===== src/rtl/core/apw_pkg.sv =====
package apw_pkg;

  localparam int unsigned WAVE_LEN    = 128;
  localparam int unsigned IDX_W       = $clog2(WAVE_LEN);
  localparam int unsigned SAMPLE_BITS = 10;
  localparam int unsigned SUM_W       = 26;
  localparam int unsigned CNT_W       = 16;
  localparam int unsigned PROC_W      = 11;
  localparam int unsigned ACC_W       = SAMPLE_BITS + IDX_W;
  localparam int unsigned ADC_W       = 12;
  localparam int unsigned VOLT_W      = 7;
  localparam int unsigned DRIVE_W     = 10;
  localparam int unsigned CMD_W       = 2;
  localparam int unsigned CFG_IDX_W   = 2;
  localparam int unsigned CFG_DATA_W  = 16;

  localparam logic [SAMPLE_BITS-1:0] AVG_MAX = {SAMPLE_BITS{1'b1}};
  localparam logic [PROC_W-1:0]      PED_OFFSET = PROC_W'(100);

  // volt = adc * 17 / 1000, estimated as adc * 17833 >> 20, then corrected down by one where it overshoots
  localparam int unsigned            VOLT_SCALE = 17;
  localparam int unsigned            VOLT_DIV   = 1000;
  localparam int unsigned            VOLT_RECIP = 17833;
  localparam int unsigned            VOLT_SHIFT = 20;
  localparam int unsigned            VPROD_W    = ADC_W + 15;
  localparam logic [VOLT_W-1:0]      VOLT_LO_MIN = VOLT_W'(16);
  localparam logic [VOLT_W-1:0]      VOLT_LO_MAX = VOLT_W'(20);
  localparam logic [VOLT_W-1:0]      VOLT_HI_MAX = VOLT_W'(3);
  localparam logic [DRIVE_W-1:0]     DRIVE_FULL  = DRIVE_W'(1023);

  typedef enum logic [CMD_W-1:0] {
    CMD_PED     = 2'd0,
    CMD_PULSE   = 2'd1,
    CMD_COMPUTE = 2'd2,
    CMD_NONE    = 2'd3
  } cmd_e;

  typedef enum logic [CFG_IDX_W-1:0] {
    REG_PED_COUNT   = 2'd0,
    REG_PULSE_COUNT = 2'd1,
    REG_SUBTRACT    = 2'd2,
    REG_DRIVE       = 2'd3
  } cfg_reg_e;

  typedef struct packed {
    cmd_e                   cmd;
    logic [IDX_W-1:0]       idx;
    logic [SAMPLE_BITS-1:0] val;
    logic [ADC_W-1:0]       adc;
  } item_t;

  typedef struct packed {
    logic [CNT_W-1:0]   ped_count;
    logic [CNT_W-1:0]   pulse_count;
    logic               subtract;
    logic [DRIVE_W-1:0] drive;
  } cfg_t;

  typedef struct packed {
    logic [VOLT_W-1:0]      volt;
    logic [SAMPLE_BITS-1:0] base;
    logic [PROC_W-1:0]      amp;
    logic [IDX_W-1:0]       width;
    logic [IDX_W:0]         pos;
    logic                   ok;
  } result_t;

endpackage


===== src/rtl/core/apw_front.sv =====
module apw_front import apw_pkg::*; (
  input  logic                   clk_i,
  input  logic                   rst_ni,
  input  logic                   push_i,
  output logic                   full_o,
  input  logic [CMD_W-1:0]       cmd_i,
  input  logic [IDX_W-1:0]       idx_i,
  input  logic [SAMPLE_BITS-1:0] val_i,
  input  logic [ADC_W-1:0]       adc_i,
  output logic                   item_vld_o,
  output item_t                  item_o,
  input  logic                   item_take_i
);

  item_t      fifo_q [2];
  logic       wr_ptr_q, rd_ptr_q;
  logic [1:0] cnt_q;
  logic       acc, keep;

  assign full_o     = (cnt_q == 2'd2);
  assign acc        = push_i && !full_o;
  // drop the unused command here so the back end never sees it
  assign keep       = acc && (cmd_e'(cmd_i) != CMD_NONE);
  assign item_vld_o = (cnt_q != 2'd0);
  assign item_o     = fifo_q[rd_ptr_q];

  always_ff @(posedge clk_i) begin
    if (keep) begin
      fifo_q[wr_ptr_q] <= '{cmd: cmd_e'(cmd_i), idx: idx_i, val: val_i, adc: adc_i};
    end
  end

  always_ff @(posedge clk_i or negedge rst_ni) begin
    if (!rst_ni) begin
      wr_ptr_q <= 1'b0;
      rd_ptr_q <= 1'b0;
      cnt_q    <= 2'd0;
    end else begin
      if (keep) wr_ptr_q <= !wr_ptr_q;
      if (item_take_i) rd_ptr_q <= !rd_ptr_q;
      cnt_q <= cnt_q + 2'(keep) - 2'(item_take_i);
    end
  end

endmodule


===== config.mk =====
export PLATFORM = sky130hd
export DESIGN_NAME = apw_front
export DESIGN_NICKNAME = d
export VERILOG_FILES = /design/src/rtl/core/apw_pkg.sv /design/src/rtl/core/apw_front.sv
export SDC_FILE = /design/constraint.sdc
export NUM_CORES = 1
export LEC_CHECK = 0
export ABC_AREA = 1
export BUFFER_PORTS_ARGS = -buffer_cell sky130_fd_sc_hd__buf_2
export CAP_MARGIN = 10
export CORE_UTILIZATION = 45
export CTS_CLUSTER_DIAMETER = 50
export CTS_CLUSTER_SIZE = 40
export DETAILED_ROUTE_END_ITERATION = 10
export PLACE_DENSITY = 0.7
export SETUP_SLACK_MARGIN = 0.5
export SLEW_MARGIN = 20
export SYNTH_ARGS = -nofsm -noshare
export SYNTH_HDL_FRONTEND = slang
export SYNTH_SLANG_ARGS = --single-unit

===== constraint.sdc =====
create_clock -name clk_i -period 6 [get_ports clk_i]
set_input_delay 0.3 -clock clk_i [delete_from_list [all_inputs] [get_ports clk_i]]
set_output_delay 0.3 -clock clk_i [all_outputs]
set_load 0.02 [all_outputs]

==> impl_summary.log <==
INFO  metric run_status = finished, final reports clean
INFO  metric globalplace.congestion = 0.715
INFO  metric route.final.wire_length = 3930 um
INFO  metric netlist_top_cells_count = sky130_fd_sc_hd__edfxtp_1, sky130_fd_sc_hd__mux2_4, sky130_fd_sc_hd__nand2_1
INFO  metric power.share.switching = 32.7%
INFO  metric finalHoldViolCount = 0
INFO  metric top_cell_type_by_total_area_after_synthesis = sky130_fd_sc_hd__edfxtp_1
INFO  metric power_report.internal_total = between 0.9 and 1 mW
INFO  metric synth-warning-count = 0
INFO  metric grt_setup_unrepaired = false
INFO  metric achievable-frequency = 451 MHz
INFO  metric row_count = 27
INFO  metric timing.clock.skew = 0.00318 ns
INFO  metric setup_tns = 0 ns
INFO  metric flow.area_growth_from_synthesis = 20.4%
INFO  metric netlist_instances = 130
INFO  metric cp.arrival = 1.92 ns
INFO  metric yosys.cell_count.top_type = sky130_fd_sc_hd__edfxtp_1
INFO  metric drc = 0
INFO  metric syn_avg_cell_area = 20.1 um2
INFO  metric dpl.hpwl = 2490 um
INFO  metric timing.setup.critical_path_class = flop to output port
INFO  metric wl_per_cell = roughly 14 um
INFO  metric number_of_enable_type_register_cells_in_the_synthesized_netlist = just over 60
INFO  metric finalNonFillerCells = 282
INFO  metric max_slew_violation_count = 0
INFO  metric cp-end-kind = output port
INFO  metric initial_antenna_violation_count = 0
INFO  metric drive_above_1_share = 53.3%
INFO  metric power_frac_comb = 33.3%
INFO  metric vias = 1,322
INFO  metric power_leakage = 1.30 nW
INFO  metric effective_utilization_at_floorplan = between 40% and 50%
INFO  metric finalWorstPathRequiredPeriod = 2.22 ns
INFO  metric wire_length_of_the_first_global_routing_pass = 6100 um
INFO  metric cts_max_path_buffers = 2
INFO  metric number_of_levels_the_h_tree_was_split_into = 3
INFO  metric clock_sinks = between 60 and 70
INFO  metric grt.overflow.total = 0
INFO  metric floorplan.die.height = 78.3 um
INFO  metric antenna_left = 0
INFO  metric tightest_slew = 0.984 ns
INFO  metric ioPinCount = 68
INFO  metric syn_nets = 166
INFO  metric max_cap_viol_count = 0
INFO  metric detailedRoute.firstPassIterationCount = 4
INFO  metric globalRouteTotalUtil = between 10 and 15%
INFO  metric grt_pass1_vias = 1,354
INFO  metric antenna_cells = 0
INFO  metric clk_transition_reported_paths = 0.06 ns
INFO  metric synth_flop_cell = sky130_fd_sc_hd__edfxtp_1
INFO  metric synth.yosys.seq_area_share = about 75%
INFO  metric die-width = 78.3 um
INFO  metric die_area = ~6100 um2
INFO  metric ys_seq_elements = 66
INFO  metric syn_area = 2620 um2
INFO  metric hold_path_class = input pin to flop
INFO  metric fp.coreArea = 5570 um2
INFO  metric netlist-cell-type-count = 13
INFO  metric p_switching = 0.478 mW
INFO  metric cts-buffers-inserted = 9
INFO  metric seq_power_share = 46.9%
INFO  metric synth_top_cells_by_area = sky130_fd_sc_hd__edfxtp_1, sky130_fd_sc_hd__mux2_4, sky130_fd_sc_hd__dfrtp_1
INFO  metric placed_cells = 265
INFO  metric pwr_density_cell = 464 nW/um2
INFO  metric cts_tree = done
INFO  metric insertion_delay = 0.32 ns
INFO  metric grt_max_degree = 33
INFO  metric port-buffer-count = 67
INFO  metric worst_setup_path_start_kind = flop
INFO  metric ff2ff_setup_slack = 4.16 ns
INFO  metric max-vdd-ir-drop = ~300 uV
INFO  metric yosysTopAreaCellShare = 71.1%
INFO  metric cts-root-buf = sky130_fd_sc_hd__clkbuf_8
INFO  metric setup_viol_count_final = 0
INFO  metric timing.final.crit_share = 37.0%
INFO  metric final_nets = 241
INFO  metric max_slew_margin = 34.4%
INFO  metric ys_async_sr_fraction = 6.06%
INFO  metric required_arrival_time_at_the_worst_endpoint = between 5 and 6 ns
INFO  metric first_iter_violations = 51
INFO  metric share_clk_of_total_power = 19.8%
INFO  metric route.detailed.vias_per_inst = 4.69
INFO  metric worstPathMaxFanout = 32
cell usage in the layout (no fill, tap or decap), drive strengths merged:
cell          n
nor2          6
ha            1
xor2          1
clkinv        5
edfxtp       62
buf          67
dlygate4sd3   1
nand4         1
clkbuf       11
inv           6
mux2         31
nand2        12
nand3         2
dfrtp         4
registers in the layout, summed over array words and instances (netlist names):
register,flops
wr_ptr_q,1
rd_ptr_q,1
cnt_q,2
fifo_q,62
worst paths after layout:
path	startpoint	to	depth (start not counted)
setup / recovery	rd_ptr_q	item_o[29]	2
hold / removal	val_i[7]	fifo_q[0][19]	1
setup reg to reg	cnt_q[0]	fifo_q[1][12]	4
hold reg to reg	wr_ptr_q	wr_ptr_q	2
max in group asynchronous	rst_ni	rd_ptr_q	2
min in group asynchronous	rst_ni	cnt_q[1]	2
what timing repair did:
| item | in CTS | in global routing |
|---|---|---|
| gates resized for setup | 0 | 0 |
| setup buffers | 0 | 0 |
| hold buffers | 1 | 0 |
| endpoints found under the hold margin | 4 | 0 |
| setup endpoints to repair | 0 | 0 |
cell type report:
cell class / instances / area (um2)
fill: 456 / 2420
sequential: 66 / 1960
multi-input combinational: 54 / 578
timing repair buffer: 68 / 345
clock buffer: 11 / 131
tap: 72 / 90.1
inverter: 6 / 22.5
clock inverter: 5 / 21.3
cell families (layout without fill, tap and decap cells):
kind of cell	count (synthesis)	after routing	synth area share, %
muxes	31	31	17.5
DFF	66	66	74.9
adders and majority gates	1	1	0.478
xor gates and xnor gates	1	1	0.335
buffers and inverters	10	90	3.58
and+or+nand+nor	21	21	3.20
layer usage:
layer  global-route usage, %  share of wire, %  vias to the layer above
met5                       0                 0                        -
met4                    10.0               2.2                        0
li1                        -                 -                      636
met1                    14.9                40                      641
met3                    4.19               4.8                        8
met2                    23.9                53                       37
worst max-delay path, cell delays in order (launching register included):
cell and delay, ns:
sky130_fd_sc_hd__dfrtp_2 1.02, sky130_fd_sc_hd__mux2_2 0.42, sky130_fd_sc_hd__buf_2 0.16
power by group through the flow:
stage	registers, mW	clock network, mW	logic (mW)
CTS	0.690	0.300	0.496
finish	0.686	0.290	0.487
floorplan	0.634	0	0.455
detailed placement	0.698	0	0.494
global placement	0.694	0	0.489
global route	0.699	0.325	0.520
per-stage QoR:
stage | setup slack [ns] | util [%] | cell area [um2] | total power [mW] | hold WS (ns)
3_5_place_dp | 4.06 | 53.6 | 2990 | 1.19 | 0.112
6_report | 3.78 | 56.5 | 3150 | 1.46 | 0.162
3_3_place_gp | 4.10 | 53.6 | 2990 | 1.18 | 0.111
2_1_floorplan | 3.67 | - | 2620 | 1.09 | 0.00441
5_1_grt | 3.65 | 56.5 | 3150 | 1.54 | 0.133
4_1_cts | 3.73 | 56.5 | 3150 | 1.49 | 0.144
Note: power is estimated with default switching activity, not from simulation.
